===== config.mk =====
export PLATFORM = sky130hd
export DESIGN_NAME = bracket_match_completion_score_top
export DESIGN_NICKNAME = d
export VERILOG_FILES = /design/src/rtl/bmcs_pkg.sv /design/src/rtl/bmcs_ctrl.sv /design/src/rtl/bmcs_dp.sv /design/src/rtl/bracket_match_completion_score_top.sv
export SDC_FILE = /design/constraint.sdc
export NUM_CORES = 1
export LEC_CHECK = 0
export ABC_CLOCK_PERIOD_IN_PS = 16100
export BUFFER_PORTS_ARGS = -buffer_cell sky130_fd_sc_hd__buf_2
export CORE_MARGIN = 1
export CORE_UTILIZATION = 42
export DETAILED_ROUTE_END_ITERATION = 16
export GPL_ROUTABILITY_DRIVEN = 0
export MAX_ROUTING_LAYER = met4
export PLACE_DENSITY = 0.69
export SETUP_SLACK_MARGIN = 0.3
export SYNTH_ARGS = -nofsm -noshare
export SYNTH_HDL_FRONTEND = slang
export SYNTH_HIERARCHICAL = 1
export SYNTH_SLANG_ARGS = --single-unit

===== constraint.sdc =====
create_clock -name clk_i -period 16.1 [get_ports clk_i]
set_clock_uncertainty 0.2 [all_clocks]
set_input_delay 2.415 -clock clk_i [delete_from_list [all_inputs] [get_ports clk_i]]
set_output_delay 2.415 -clock clk_i [all_outputs]
set_load 0.1 [all_outputs]

===== src/rtl/bmcs_pkg.sv =====
`timescale 1ns / 1ps

package bmcs_pkg;

  localparam int STACK_DEPTH = 32;
  localparam int PTR_W       = (STACK_DEPTH > 1) ? $clog2(STACK_DEPTH) : 1;
  localparam int CNT_W       = $clog2(STACK_DEPTH + 1);

  localparam int CHAR_W  = 8;
  localparam int KIND_W  = 2;
  localparam int SCORE_W = 63;
  localparam int SUM_W   = SCORE_W + 3;
  localparam int OUT_W   = 80;

  localparam logic [SCORE_W-1:0] SCORE_MAX = {SCORE_W{1'b1}};

  // Bracket characters.
  localparam logic [CHAR_W-1:0] CH_LPAREN = 8'h28;
  localparam logic [CHAR_W-1:0] CH_LBRACK = 8'h5B;
  localparam logic [CHAR_W-1:0] CH_LBRACE = 8'h7B;
  localparam logic [CHAR_W-1:0] CH_LANGLE = 8'h3C;
  localparam logic [CHAR_W-1:0] CH_RPAREN = 8'h29;
  localparam logic [CHAR_W-1:0] CH_RBRACK = 8'h5D;
  localparam logic [CHAR_W-1:0] CH_RBRACE = 8'h7D;
  localparam logic [CHAR_W-1:0] CH_RANGLE = 8'h3E;

  typedef enum logic [1:0] {
    STATUS_OK       = 2'd0,
    STATUS_CORRUPT  = 2'd1,
    STATUS_OVERFLOW = 2'd2
  } line_status_e;

  typedef enum logic [0:0] {
    ST_IDLE  = 1'b0,
    ST_DRAIN = 1'b1
  } ctrl_state_e;

  // Commands from the controller to the datapath.
  typedef struct packed {
    logic char_en;
    logic pop_en;
    logic load_out;
  } dp_cmd_t;

  // Status from the datapath to the controller.
  typedef struct packed {
    logic stack_empty;
    logic line_bad;
  } dp_status_t;

endpackage


===== src/rtl/bmcs_ctrl.sv =====
`timescale 1ns / 1ps

module bmcs_ctrl (
  input  logic                clk_i,
  input  logic                rst_ni,
  input  logic                in_valid_i,
  input  logic                in_eol_i,
  input  logic                out_ready_i,
  input  bmcs_pkg::dp_status_t status_i,
  output logic                in_ready_o,
  output logic                out_valid_o,
  output bmcs_pkg::dp_cmd_t   cmd_o
);

  bmcs_pkg::ctrl_state_e state_q, state_d;
  logic out_valid_q, out_valid_d;
  logic in_fire;
  logic out_free;

  assign in_fire  = in_valid_i && in_ready_o;
  assign out_free = !out_valid_q || out_ready_i;

  always_comb begin
    state_d = state_q;
    unique case (state_q)
      bmcs_pkg::ST_IDLE: begin
        if (in_fire && in_eol_i) begin
          state_d = bmcs_pkg::ST_DRAIN;
        end
      end
      bmcs_pkg::ST_DRAIN: begin
        if ((status_i.line_bad || status_i.stack_empty) && out_free) begin
          state_d = bmcs_pkg::ST_IDLE;
        end
      end
      default: state_d = bmcs_pkg::ST_IDLE;
    endcase
  end

  always_comb begin
    in_ready_o     = 1'b0;
    cmd_o          = '0;
    unique case (state_q)
      bmcs_pkg::ST_IDLE: begin
        in_ready_o    = 1'b1;
        cmd_o.char_en = in_valid_i;
      end
      bmcs_pkg::ST_DRAIN: begin
        if (!status_i.line_bad && !status_i.stack_empty) begin
          cmd_o.pop_en = 1'b1;
        end else if (out_free) begin
          cmd_o.load_out = 1'b1;
        end
      end
      default: ;
    endcase
  end

  // The result slot fills on a load and empties when the sink takes it.
  always_comb begin
    out_valid_d = out_valid_q;
    if (cmd_o.load_out) begin
      out_valid_d = 1'b1;
    end else if (out_ready_i) begin
      out_valid_d = 1'b0;
    end
  end

  assign out_valid_o = out_valid_q;

  always_ff @(posedge clk_i or negedge rst_ni) begin
    if (!rst_ni) begin
      state_q     <= bmcs_pkg::ST_IDLE;
      out_valid_q <= 1'b0;
    end else begin
      state_q     <= state_d;
      out_valid_q <= out_valid_d;
    end
  end

endmodule


===== src/rtl/bmcs_dp.sv =====
`timescale 1ns / 1ps

module bmcs_dp (
  input  logic                          clk_i,
  input  logic                          rst_ni,
  input  logic [bmcs_pkg::CHAR_W-1:0]   char_i,
  input  bmcs_pkg::dp_cmd_t             cmd_i,
  output bmcs_pkg::dp_status_t          status_o,
  output logic [1:0]                    line_status_o,
  output logic [bmcs_pkg::CHAR_W-1:0]   offending_char_o,
  output logic [bmcs_pkg::SCORE_W-1:0]  completion_score_o,
  output logic                          score_saturated_o
);

  logic [bmcs_pkg::KIND_W-1:0] stack_mem [bmcs_pkg::STACK_DEPTH];

  logic [bmcs_pkg::CNT_W-1:0]   count_q, count_d;
  logic                         corrupt_q, corrupt_d;
  logic                         exceeded_q, exceeded_d;
  logic [bmcs_pkg::CHAR_W-1:0]  bad_q, bad_d;
  logic [bmcs_pkg::SCORE_W-1:0] score_q, score_d;
  logic                         sat_q, sat_d;

  logic [1:0]                   ostat_q, ostat_d;
  logic [bmcs_pkg::CHAR_W-1:0]  obad_q, obad_d;
  logic [bmcs_pkg::SCORE_W-1:0] oscore_q, oscore_d;
  logic                         osat_q, osat_d;

  logic                         is_open, is_close;
  logic [bmcs_pkg::KIND_W-1:0]  kind;
  logic [bmcs_pkg::PTR_W-1:0]   rd_idx, wr_idx;
  logic [bmcs_pkg::KIND_W-1:0]  top_q;
  logic [bmcs_pkg::KIND_W-1:0]  top_kind;
  logic                         full, empty, push;
  logic [bmcs_pkg::SUM_W-1:0]   sum;
  logic                         sum_ovf;

  always_comb begin
    is_open  = 1'b0;
    is_close = 1'b0;
    kind     = '0;
    unique case (char_i)
      bmcs_pkg::CH_LPAREN: begin is_open  = 1'b1; kind = 2'd0; end
      bmcs_pkg::CH_LBRACK: begin is_open  = 1'b1; kind = 2'd1; end
      bmcs_pkg::CH_LBRACE: begin is_open  = 1'b1; kind = 2'd2; end
      bmcs_pkg::CH_LANGLE: begin is_open  = 1'b1; kind = 2'd3; end
      bmcs_pkg::CH_RPAREN: begin is_close = 1'b1; kind = 2'd0; end
      bmcs_pkg::CH_RBRACK: begin is_close = 1'b1; kind = 2'd1; end
      bmcs_pkg::CH_RBRACE: begin is_close = 1'b1; kind = 2'd2; end
      bmcs_pkg::CH_RANGLE: begin is_close = 1'b1; kind = 2'd3; end
      default: ;
    endcase
  end

  assign empty    = (count_q == '0);
  assign full     = (count_q == bmcs_pkg::CNT_W'(bmcs_pkg::STACK_DEPTH));
  assign rd_idx   = bmcs_pkg::PTR_W'(count_d - 1'b1);
  assign wr_idx   = bmcs_pkg::PTR_W'(count_q);
  assign top_kind = top_q;
  assign push     = cmd_i.char_en && !corrupt_q && !exceeded_q && is_open && !full;

  // score * 5 + (kind + 1); anything above bit 62 means the score overflowed.
  assign sum = {3'b000, score_q} + {1'b0, score_q, 2'b00}
             + bmcs_pkg::SUM_W'({1'b0, top_kind} + 3'd1);
  assign sum_ovf = sat_q || (sum[bmcs_pkg::SUM_W-1:bmcs_pkg::SCORE_W] != '0);

  always_comb begin
    count_d    = count_q;
    corrupt_d  = corrupt_q;
    exceeded_d = exceeded_q;
    bad_d      = bad_q;
    score_d    = score_q;
    sat_d      = sat_q;
    ostat_d    = ostat_q;
    obad_d     = obad_q;
    oscore_d   = oscore_q;
    osat_d     = osat_q;

    if (cmd_i.char_en && !corrupt_q && !exceeded_q) begin
      if (is_open) begin
        if (full) begin
          exceeded_d = 1'b1;
        end else begin
          count_d = count_q + 1'b1;
        end
      end else if (is_close && !empty) begin
        if (top_kind == kind) begin
          count_d = count_q - 1'b1;
        end else begin
          corrupt_d = 1'b1;
          bad_d     = char_i;
        end
      end
    end

    if (cmd_i.pop_en) begin
      count_d = count_q - 1'b1;
      if (sum_ovf) begin
        score_d = bmcs_pkg::SCORE_MAX;
        sat_d   = 1'b1;
      end else begin
        score_d = sum[bmcs_pkg::SCORE_W-1:0];
      end
    end

    if (cmd_i.load_out) begin
      if (corrupt_q) begin
        ostat_d = bmcs_pkg::STATUS_CORRUPT;
      end else if (exceeded_q) begin
        ostat_d = bmcs_pkg::STATUS_OVERFLOW;
      end else begin
        ostat_d = bmcs_pkg::STATUS_OK;
      end
      obad_d     = corrupt_q ? bad_q : '0;
      oscore_d   = (corrupt_q || exceeded_q) ? '0 : score_q;
      osat_d     = sat_q && !corrupt_q && !exceeded_q;
      count_d    = '0;
      corrupt_d  = 1'b0;
      exceeded_d = 1'b0;
      bad_d      = '0;
      score_d    = '0;
      sat_d      = 1'b0;
    end
  end

  // The top entry is held in a register. A push forwards the new kind;
  // otherwise the entry just below the next count is read.
  always_ff @(posedge clk_i) begin
    if (push) begin
      stack_mem[wr_idx] <= kind;
      top_q             <= kind;
    end else begin
      top_q <= stack_mem[rd_idx];
    end
  end

  always_ff @(posedge clk_i or negedge rst_ni) begin
    if (!rst_ni) begin
      count_q    <= '0;
      corrupt_q  <= 1'b0;
      exceeded_q <= 1'b0;
      bad_q      <= '0;
      score_q    <= '0;
      sat_q      <= 1'b0;
    end else begin
      count_q    <= count_d;
      corrupt_q  <= corrupt_d;
      exceeded_q <= exceeded_d;
      bad_q      <= bad_d;
      score_q    <= score_d;
      sat_q      <= sat_d;
    end
  end

  always_ff @(posedge clk_i) begin
    ostat_q  <= ostat_d;
    obad_q   <= obad_d;
    oscore_q <= oscore_d;
    osat_q   <= osat_d;
  end

  assign status_o.stack_empty = empty;
  assign status_o.line_bad    = corrupt_q || exceeded_q;
  assign line_status_o        = ostat_q;
  assign offending_char_o     = obad_q;
  assign completion_score_o   = oscore_q;
  assign score_saturated_o    = osat_q;

endmodule


===== src/rtl/bracket_match_completion_score_top.sv =====
`timescale 1ns / 1ps

// Bracket completion scorer. Characters of a line arrive one per request on
// the slave stream, with tlast on the last character, and are taken back to
// back while no drain is under way. The last character is followed by a drain
// of the open-bracket stack, one entry per cycle from a single read port at the
// top pointer, before the next line's first character is taken. Corrupted and
// overflowed lines skip the drain. The result waits in an output register, and
// the next line's characters are taken while it waits; a second end of line is
// still accepted and its stack drained, but its result is then held back until
// the first result has been taken.
module bracket_match_completion_score_top (
  input  logic                       clk_i,
  input  logic                       rst_ni,
  input  logic                       s_axis_tvalid_i,
  output logic                       s_axis_tready_o,
  input  logic [7:0]                 s_axis_tdata_i,   // [7:0] character
  input  logic                       s_axis_tlast_i,   // end_of_line
  output logic                       m_axis_tvalid_o,
  input  logic                       m_axis_tready_i,
  // [1:0] line_status, [9:2] offending_char, [72:10] completion_score,
  // [73] score_saturated, [79:74] zero
  output logic [bmcs_pkg::OUT_W-1:0] m_axis_tdata_o
);

  bmcs_pkg::dp_cmd_t    cmd;
  bmcs_pkg::dp_status_t status;

  logic [1:0]                   line_status;
  logic [bmcs_pkg::CHAR_W-1:0]  offending_char;
  logic [bmcs_pkg::SCORE_W-1:0] completion_score;
  logic                         score_saturated;

  bmcs_ctrl u_ctrl (
    .clk_i       (clk_i),
    .rst_ni      (rst_ni),
    .in_valid_i  (s_axis_tvalid_i),
    .in_eol_i    (s_axis_tlast_i),
    .out_ready_i (m_axis_tready_i),
    .status_i    (status),
    .in_ready_o  (s_axis_tready_o),
    .out_valid_o (m_axis_tvalid_o),
    .cmd_o       (cmd)
  );

  bmcs_dp u_dp (
    .clk_i              (clk_i),
    .rst_ni             (rst_ni),
    .char_i             (s_axis_tdata_i),
    .cmd_i              (cmd),
    .status_o           (status),
    .line_status_o      (line_status),
    .offending_char_o   (offending_char),
    .completion_score_o (completion_score),
    .score_saturated_o  (score_saturated)
  );

  assign m_axis_tdata_o = {6'b000000, score_saturated, completion_score,
                           offending_char, line_status};

`ifndef NO_ASSERTIONS
  // An end of line holds off further characters while the stack drains.
  a_eol_blocks: assert property (@(posedge clk_i) disable iff (!rst_ni)
    s_axis_tvalid_i && s_axis_tready_o && s_axis_tlast_i |=> !s_axis_tready_o)
    else $error("character accepted right after end of line");

  // A line that failed carries no score.
  a_bad_no_score: assert property (@(posedge clk_i) disable iff (!rst_ni)
    m_axis_tvalid_o && (line_status != bmcs_pkg::STATUS_OK)
      |-> (completion_score == '0) && !score_saturated)
    else $error("score reported on a corrupted or overflowed line");

  // Only corrupted lines name an offending character.
  a_bad_char: assert property (@(posedge clk_i) disable iff (!rst_ni)
    m_axis_tvalid_o && (line_status != bmcs_pkg::STATUS_CORRUPT)
      |-> offending_char == '0)
    else $error("offending character on a line that is not corrupted");

  // The controller never pops and loads a result in the same cycle.
  a_cmd_excl: assert property (@(posedge clk_i) disable iff (!rst_ni)
    $countones({cmd.pop_en, cmd.load_out, cmd.char_en}) <= 1)
    else $error("conflicting datapath commands");
`endif

endmodule

# [Word level (Yosys, flattened, before mapping)]
# Memory sizes are Yosys's and may differ from the RTL's. A register that Yosys moved wholly into a read port is not among the register bits.
# Index checks and enable logic that the tools add are counted.
[op_classes] n_addsub=6 n_eq_ne=12 muxes=44 bitwise=1 reduce_logical=38
[ops] operator="two-way mux 63 bit" count=3
[ops] operator="adder 63 x 65 -> 66 bit" count=1
[ops] operator="adder 66 bit" count=1
[ops] operator="two-way mux 6 bit" count=7
[ops] operator="two-way mux 8 bit" count=5
[ops] operator="== test 8 x 6 -> 1 bit (second input constant)" count=4
[ops] operator="== test 8 x 7 -> 1 bit (second input constant)" count=4
[ops] operator="two-way mux 1 bit" count=25
[ops] operator="nonzero test 2 bit" count=7
[ops] operator="logical AND 1 bit" count=11
[ops] operator="OR reduction 4 bit" count=2
[ops] operator="adder 6 x 1 -> 6 bit (second input constant)" count=1
[ops] operator="== test 6 bit (second input constant)" count=1
[ops] operator="logical NOT 1 bit" count=6
[ops] operator="logical NOT 6 bit" count=1
[ops] operator="case mux 2 bit (3 select lines)" count=1
[ops] operator="OR reduction 2 bit" count=3
[ops] operator="subtractor 6 x 1 -> 6 bit (second input constant)" count=1
[ops] operator="subtractor 5 x 1 -> 5 bit (second input constant)" count=1
[ops] operator="logical OR 1 bit" count=4
[ops] operator="two-way mux 2 bit" count=2
[ops] operator="inequality test 2 bit (second input constant)" count=2
[ops] operator="AND reduction 4 bit" count=1
[ops] operator="adder 2 x 1 -> 3 bit (second input constant)" count=1
[ops] operator="other kinds (6)" count=6
[word_totals] register_bits=156 ramBits=64 output_inout_bits=82 wordCells=114 mem_count=1
[mem_list] name="u_dp.stack_mem" depth=32 word_bits=2 read_ports=1 rd_ports_with_merged_regs=1 write_ports=1 line_no="bmcs_dp.sv:15" source="logic [bmcs_pkg::KIND_W-1:0] stack_mem [bmcs_pkg::STACK_DEPTH];"

# [Depth between registers and ports, before layout]
[logic_depth] word_depth=11 depth_mapped=19 mapped_depth_nobuf=15

# [By module]
# Netlist, hierarchy kept.
[by_module_without_submodules] module="bmcs_dp" instances=1 cells_each=1258 area_per_inst_um2=13227.7 seq_area_each_um2=6185.9
[by_module_without_submodules] module="bmcs_ctrl" instances=1 cells_each=13 area_per_inst_um2=113.9 seq_area_each_um2=50.0
[by_module_without_submodules] module="bracket_match_completion_score_top" instances=1 cells_each=8 area_per_inst_um2=56.3 seq_area_each_um2=0.0

# [Worst setup path before layout]
# Ideal clock, no wire load.
[synth_timing] path_type="input to register" startpoint="in s_axis_tdata_i[6]" endpoint="reg u_dp.top_q, in the netlist u_dp/top_kind[1], read port of u_dp.stack_mem" setup_time_ns=0.132 arrival_ns=6.348 t_required_ns=15.768 path_slack_ns=9.420 stages=16 n_path_buf=4 cell_sequence="buf_2 nor3b_2 nand3_1 a211oi_4 o31a_4 a211oi_2 xnor2_1 nand2_2 buf_6 ha_1 buf_1 clkbuf_1 mux4_1 mux2_1 o22ai_1 o31ai_1"
[synth_via] elab_chain_len=11
[synth_rtl] item="start: declaration" line_no="bracket_match_completion_score_top.sv:17" source="input logic [7:0] s_axis_tdata_i,"
[synth_rtl] item="== test 8 x 6 -> 1 bit or == test 8 x 7 -> 1 bit (tied branches)" line_no="bmcs_dp.sv:42" source="unique case (char_i)"
[synth_rtl] item="OR reduction 2 bit (no source line)"
[synth_rtl] item="case mux 2 bit (3 select lines)" line_no="bmcs_dp.sv:42"
[synth_rtl] item="== test 2 bit" line_no="bmcs_dp.sv:87" source="if (top_kind == kind) begin"
[synth_rtl] item="two-way mux 6 bit" line_no="bmcs_dp.sv:87"
[synth_rtl] item="two-way mux 6 bit" line_no="bmcs_dp.sv:86" source="end else if (is_close && !empty) begin"
[synth_rtl] item="two-way mux 6 bit (*)" line_no="bmcs_dp.sv:80" source="if (is_open) begin"
[synth_rtl] item="two-way mux 6 bit (*)" line_no="bmcs_dp.sv:79" source="if (cmd_i.char_en && !corrupt_q && !exceeded_q) begin"
[synth_rtl] item="two-way mux 6 bit (*)" line_no="bmcs_dp.sv:96" source="if (cmd_i.pop_en) begin"
[synth_rtl] item="two-way mux 6 bit (*)" line_no="bmcs_dp.sv:106" source="if (cmd_i.load_out) begin"
[synth_rtl] item="subtractor 5 x 1 -> 5 bit (*)" line_no="bmcs_dp.sv:57" source="assign rd_idx = bmcs_pkg::PTR_W'(count_d - 1'b1);"
[synth_rtl] item="end: declaration" line_no="bmcs_dp.sv:32" source="logic [bmcs_pkg::KIND_W-1:0] top_q;"
# Mark *: on every way between the ends. The rest lies on a longest branch, timed or not.
# A chain may end at the register's enable or synchronous reset.

# [Worst setup path in the final report]
# Same ends and word-level chain as after synthesis.

==> results.toml <==
[final_layout]
area.growth.synth_to_final_pct = 10.9
filler_cell_count = 2868
final_nets = 1403
finish.utilization_pct = 47.2
layoutNonFillerInstCount = 1742
antenna_cells_inserted = 0
layout_cells_sized_above_1_pct = 14.3

[synth]
synth_top_area_share_pct = 30.9
syn_std_cell_area_um2 = 13400
synth_most_common_cell = "sky130_fd_sc_hd__nor2_1"
post_synthesis_area_per_instance_um2 = 10.5
ys_types = 95
syn_warnings = 6
fraction_of_synthesis_flops_using_an_asynchronous_set_or_reset_pin_pct = 36.9
synth-seq-area-share_pct = 46.5
netlist_top_cells_area = "sky130_fd_sc_hd__edfxtp_1 31%, sky130_fd_sc_hd__dfrtp_1 15%, sky130_fd_sc_hd__ha_1 6.4%"
synth_area_leader_cell = "sky130_fd_sc_hd__edfxtp_1"
number_of_register_bits_inferred_by_synthesis = 222
postSynth.topFlopCell = "sky130_fd_sc_hd__edfxtp_1"
synth-edff-count = 138
synth_commonest_cells = "153 x sky130_fd_sc_hd__nor2_1, 138 x sky130_fd_sc_hd__edfxtp_1, 92 x sky130_fd_sc_hd__a21oi_1, 82 x sky130_fd_sc_hd__dfrtp_1, 77 x sky130_fd_sc_hd__and2_1"
syn_inst = 1279

[min_path]
worstHoldPathCells = 1
worst_hold_path_type = "flop to flop"

[clock_tree]
worstSkewPairLatency_ns = 0.53
cts_max_level = 1
postCtsResizedCells = 0
cts_root_buffer = "sky130_fd_sc_hd__clkbuf_16"
cts_made_buffers = 25
worst_path_clk_slew_ns = 0.06
cts-hold-fix-buffers = 0
clk_path_buf_depth = 3
tritoncts = "yes"
number_of_buffers_inserted_by_post_cts_setup_repair = 0
clock_sinks = 222

[floorplanning]
core_box_area_um2 = 31500
design.die.area_um2 = 32600
site_rows = 65
io-pin-count = 95
fp.dieH_um = 181
floorplan.die.width_um = 181
initial_core_util_pct = 42.6

[drt]
drc = 0
wire_length_per_cell_after_detailed_routing_um = 17.8
detail_route.iter0.violations = 711
postRouteAntennaNets = 0
detailroute.via_count = 10000
avgViaCountPerCell = 5.77
drt-total-wl_mm = 30.9
drt_pre_antenna_iters = 7

[worst_setup_path]
crit_required_ns = 16.30
cp-end-kind = "flop"
setup.worst_path.class = "input port to flop"
cp_max_fo = 18
r2r_slack_ns = 10.05
timing.reg2reg.worst_path_depth = 13
worst_setup_path_start_kind = "input port"
cp.arrival_ns = 6.65

[sta]
worst_slew_margin_rel_pct = 42.0
clock.fmax_mhz = 155
fin_tns_setup_ns = 0
setup_slack_ns = 9.64
hold_viol_final = 0
post-route-period-util_pct = 40.1
worst_max_slew_pin_slew_ns = 0.869
final-max-slew-violation-count = 0
setup_viol_count_final = 0
time_the_worst_path_needs_with_i_o_delays_and_setup_ns = 6.46
grt_setup_unrepaired = "no"

[placement]
detailedPlacementHpwl_mm = 21.4
port_buffers = 88
place_inst = 1696
placement.setup.worst_slack_ns = 9.15

[global_routing]
grt_antenna_before_repair = 0
grt_overflow = 0
grt_max_degree = 79
grt_pass1_wl_mm = 50.6
grtUsageTotal_pct = 19.4
number_of_global_route_vias_before_repair = 9850

[run]
max_cap_violations = 0

[run_status]
outcome = "finished, final reports clean"
-- placed cells by master, fill, tap and decap left out, types with 11 or more instances in the layout --
master	count
sky130_fd_sc_hd__a21o_1	29
sky130_fd_sc_hd__ha_1	68
sky130_fd_sc_hd__nor2_1	152
sky130_fd_sc_hd__nand3_1	30
sky130_fd_sc_hd__xor2_1	30
sky130_fd_sc_hd__edfxtp_1	138
sky130_fd_sc_hd__o21bai_1	16
sky130_fd_sc_hd__nor3_1	15
sky130_fd_sc_hd__xnor2_1	34
sky130_fd_sc_hd__o21ai_0	46
sky130_fd_sc_hd__nand2b_1	12
sky130_fd_sc_hd__a21oi_1	92
sky130_fd_sc_hd__buf_2	87
sky130_fd_sc_hd__a211oi_1	15
sky130_fd_sc_hd__and2_1	76
sky130_fd_sc_hd__nand4_1	22
sky130_fd_sc_hd__dfrtp_1	82
sky130_fd_sc_hd__a311oi_1	51
sky130_fd_sc_hd__clkbuf_16	25
sky130_fd_sc_hd__inv_1	33
sky130_fd_sc_hd__nand2_1	67
sky130_fd_sc_hd__mux2i_1	11
-- worst max-delay path, cell delays in order --
cell and delay, ns:
sky130_fd_sc_hd__buf_2 0.17, sky130_fd_sc_hd__nor3b_2 0.35, sky130_fd_sc_hd__nand3_1 0.21, sky130_fd_sc_hd__a211oi_4 0.40, sky130_fd_sc_hd__o31a_4 0.23, sky130_fd_sc_hd__a211oi_2 0.08, sky130_fd_sc_hd__xnor2_1 0.28, sky130_fd_sc_hd__nand2_2 0.32
sky130_fd_sc_hd__ha_1 0.97, sky130_fd_sc_hd__mux4_1 0.66, sky130_fd_sc_hd__mux2_1 0.33, sky130_fd_sc_hd__o22ai_1 0.14, sky130_fd_sc_hd__o31ai_1 0.08
-- final timing paths --
check	startpoint	to
max	s_axis_tdata_i[6]	u_dp/top_kind[1]$_DFF_P_
max reg2reg	u_dp/count_q[1]$_DFF_PN0_	u_dp/top_kind[1]$_DFF_P_
min in group asynchronous	rst_ni	u_dp/score_q[33]$_DFFE_PN0N_
min	u_dp/bad_q[7]$_DFFE_PN0P_	u_dp/bad_q[7]$_DFFE_PN0P_
min reg2reg	u_dp/bad_q[7]$_DFFE_PN0P_	u_dp/bad_q[7]$_DFFE_PN0P_
max in group asynchronous	rst_ni	u_dp/bad_q[1]$_DFFE_PN0P_
-- flip-flops by register name, indices dropped and copies added (netlist names) --
register,cells
u_dp/stack_mem,64
u_dp/completion_score_o,63
u_dp/score_q,63
u_dp/bad_q,8
u_dp/offending_char_o,8
u_dp/count_q,6
u_dp/line_status_o,2
u_dp/top_kind,2
u_ctrl/out_valid_o,1
u_ctrl/state_q,1
u_dp/corrupt_q,1
u_dp/exceeded_q,1
u_dp/sat_q,1
u_dp/score_saturated_o,1
-- cells by family (layout without fill, tap and decap cells) --
group	count (synthesis)	in the layout	synth area share (%)
simple gates	434	434	16.5
compound gates	336	336	18.0
flops	222	222	46.5
buf+inv	121	177	4.01
fa+ha+maj	69	69	6.50
xor+xnor	64	64	4.18
mux	32	32	4.18
other cells	1	6	0.0280
-- layout make-up --
class                      count  area [µm²]  area share, %
timing repair buffer          97         510           3.44
clock inverter                16         156           1.05
sequential                   222        6240           42.0
multi-input combinational    941        6670           44.9
clock buffer                  30         654           4.40
tap                          402         503           3.39
inverter                      34         128          0.859
-- layer usage --
metal  share of wire [%]  track usage (%)  up-vias
li1                    -                -     4846
met1                  44             25.1     4850
met2                  48             32.6      303
met3                 5.7             2.22       49
met4                 1.8             4.51        0
met5                   0                -        -
-- through the flow --
step / hold slack, ns / cell area [µm²]
4_1_cts: 0.326 / 14900
2_1_floorplan: 0.276 / 13400
3_5_place_dp: 0.314 / 14000
3_3_place_gp: 0.295 / 14000
5_1_grt: 0.333 / 14900
6_report: 0.322 / 14900
Power is left out: the tool's default activity adds up to more than one toggle a clock period on the data nets, which glitch-free logic cannot reach.
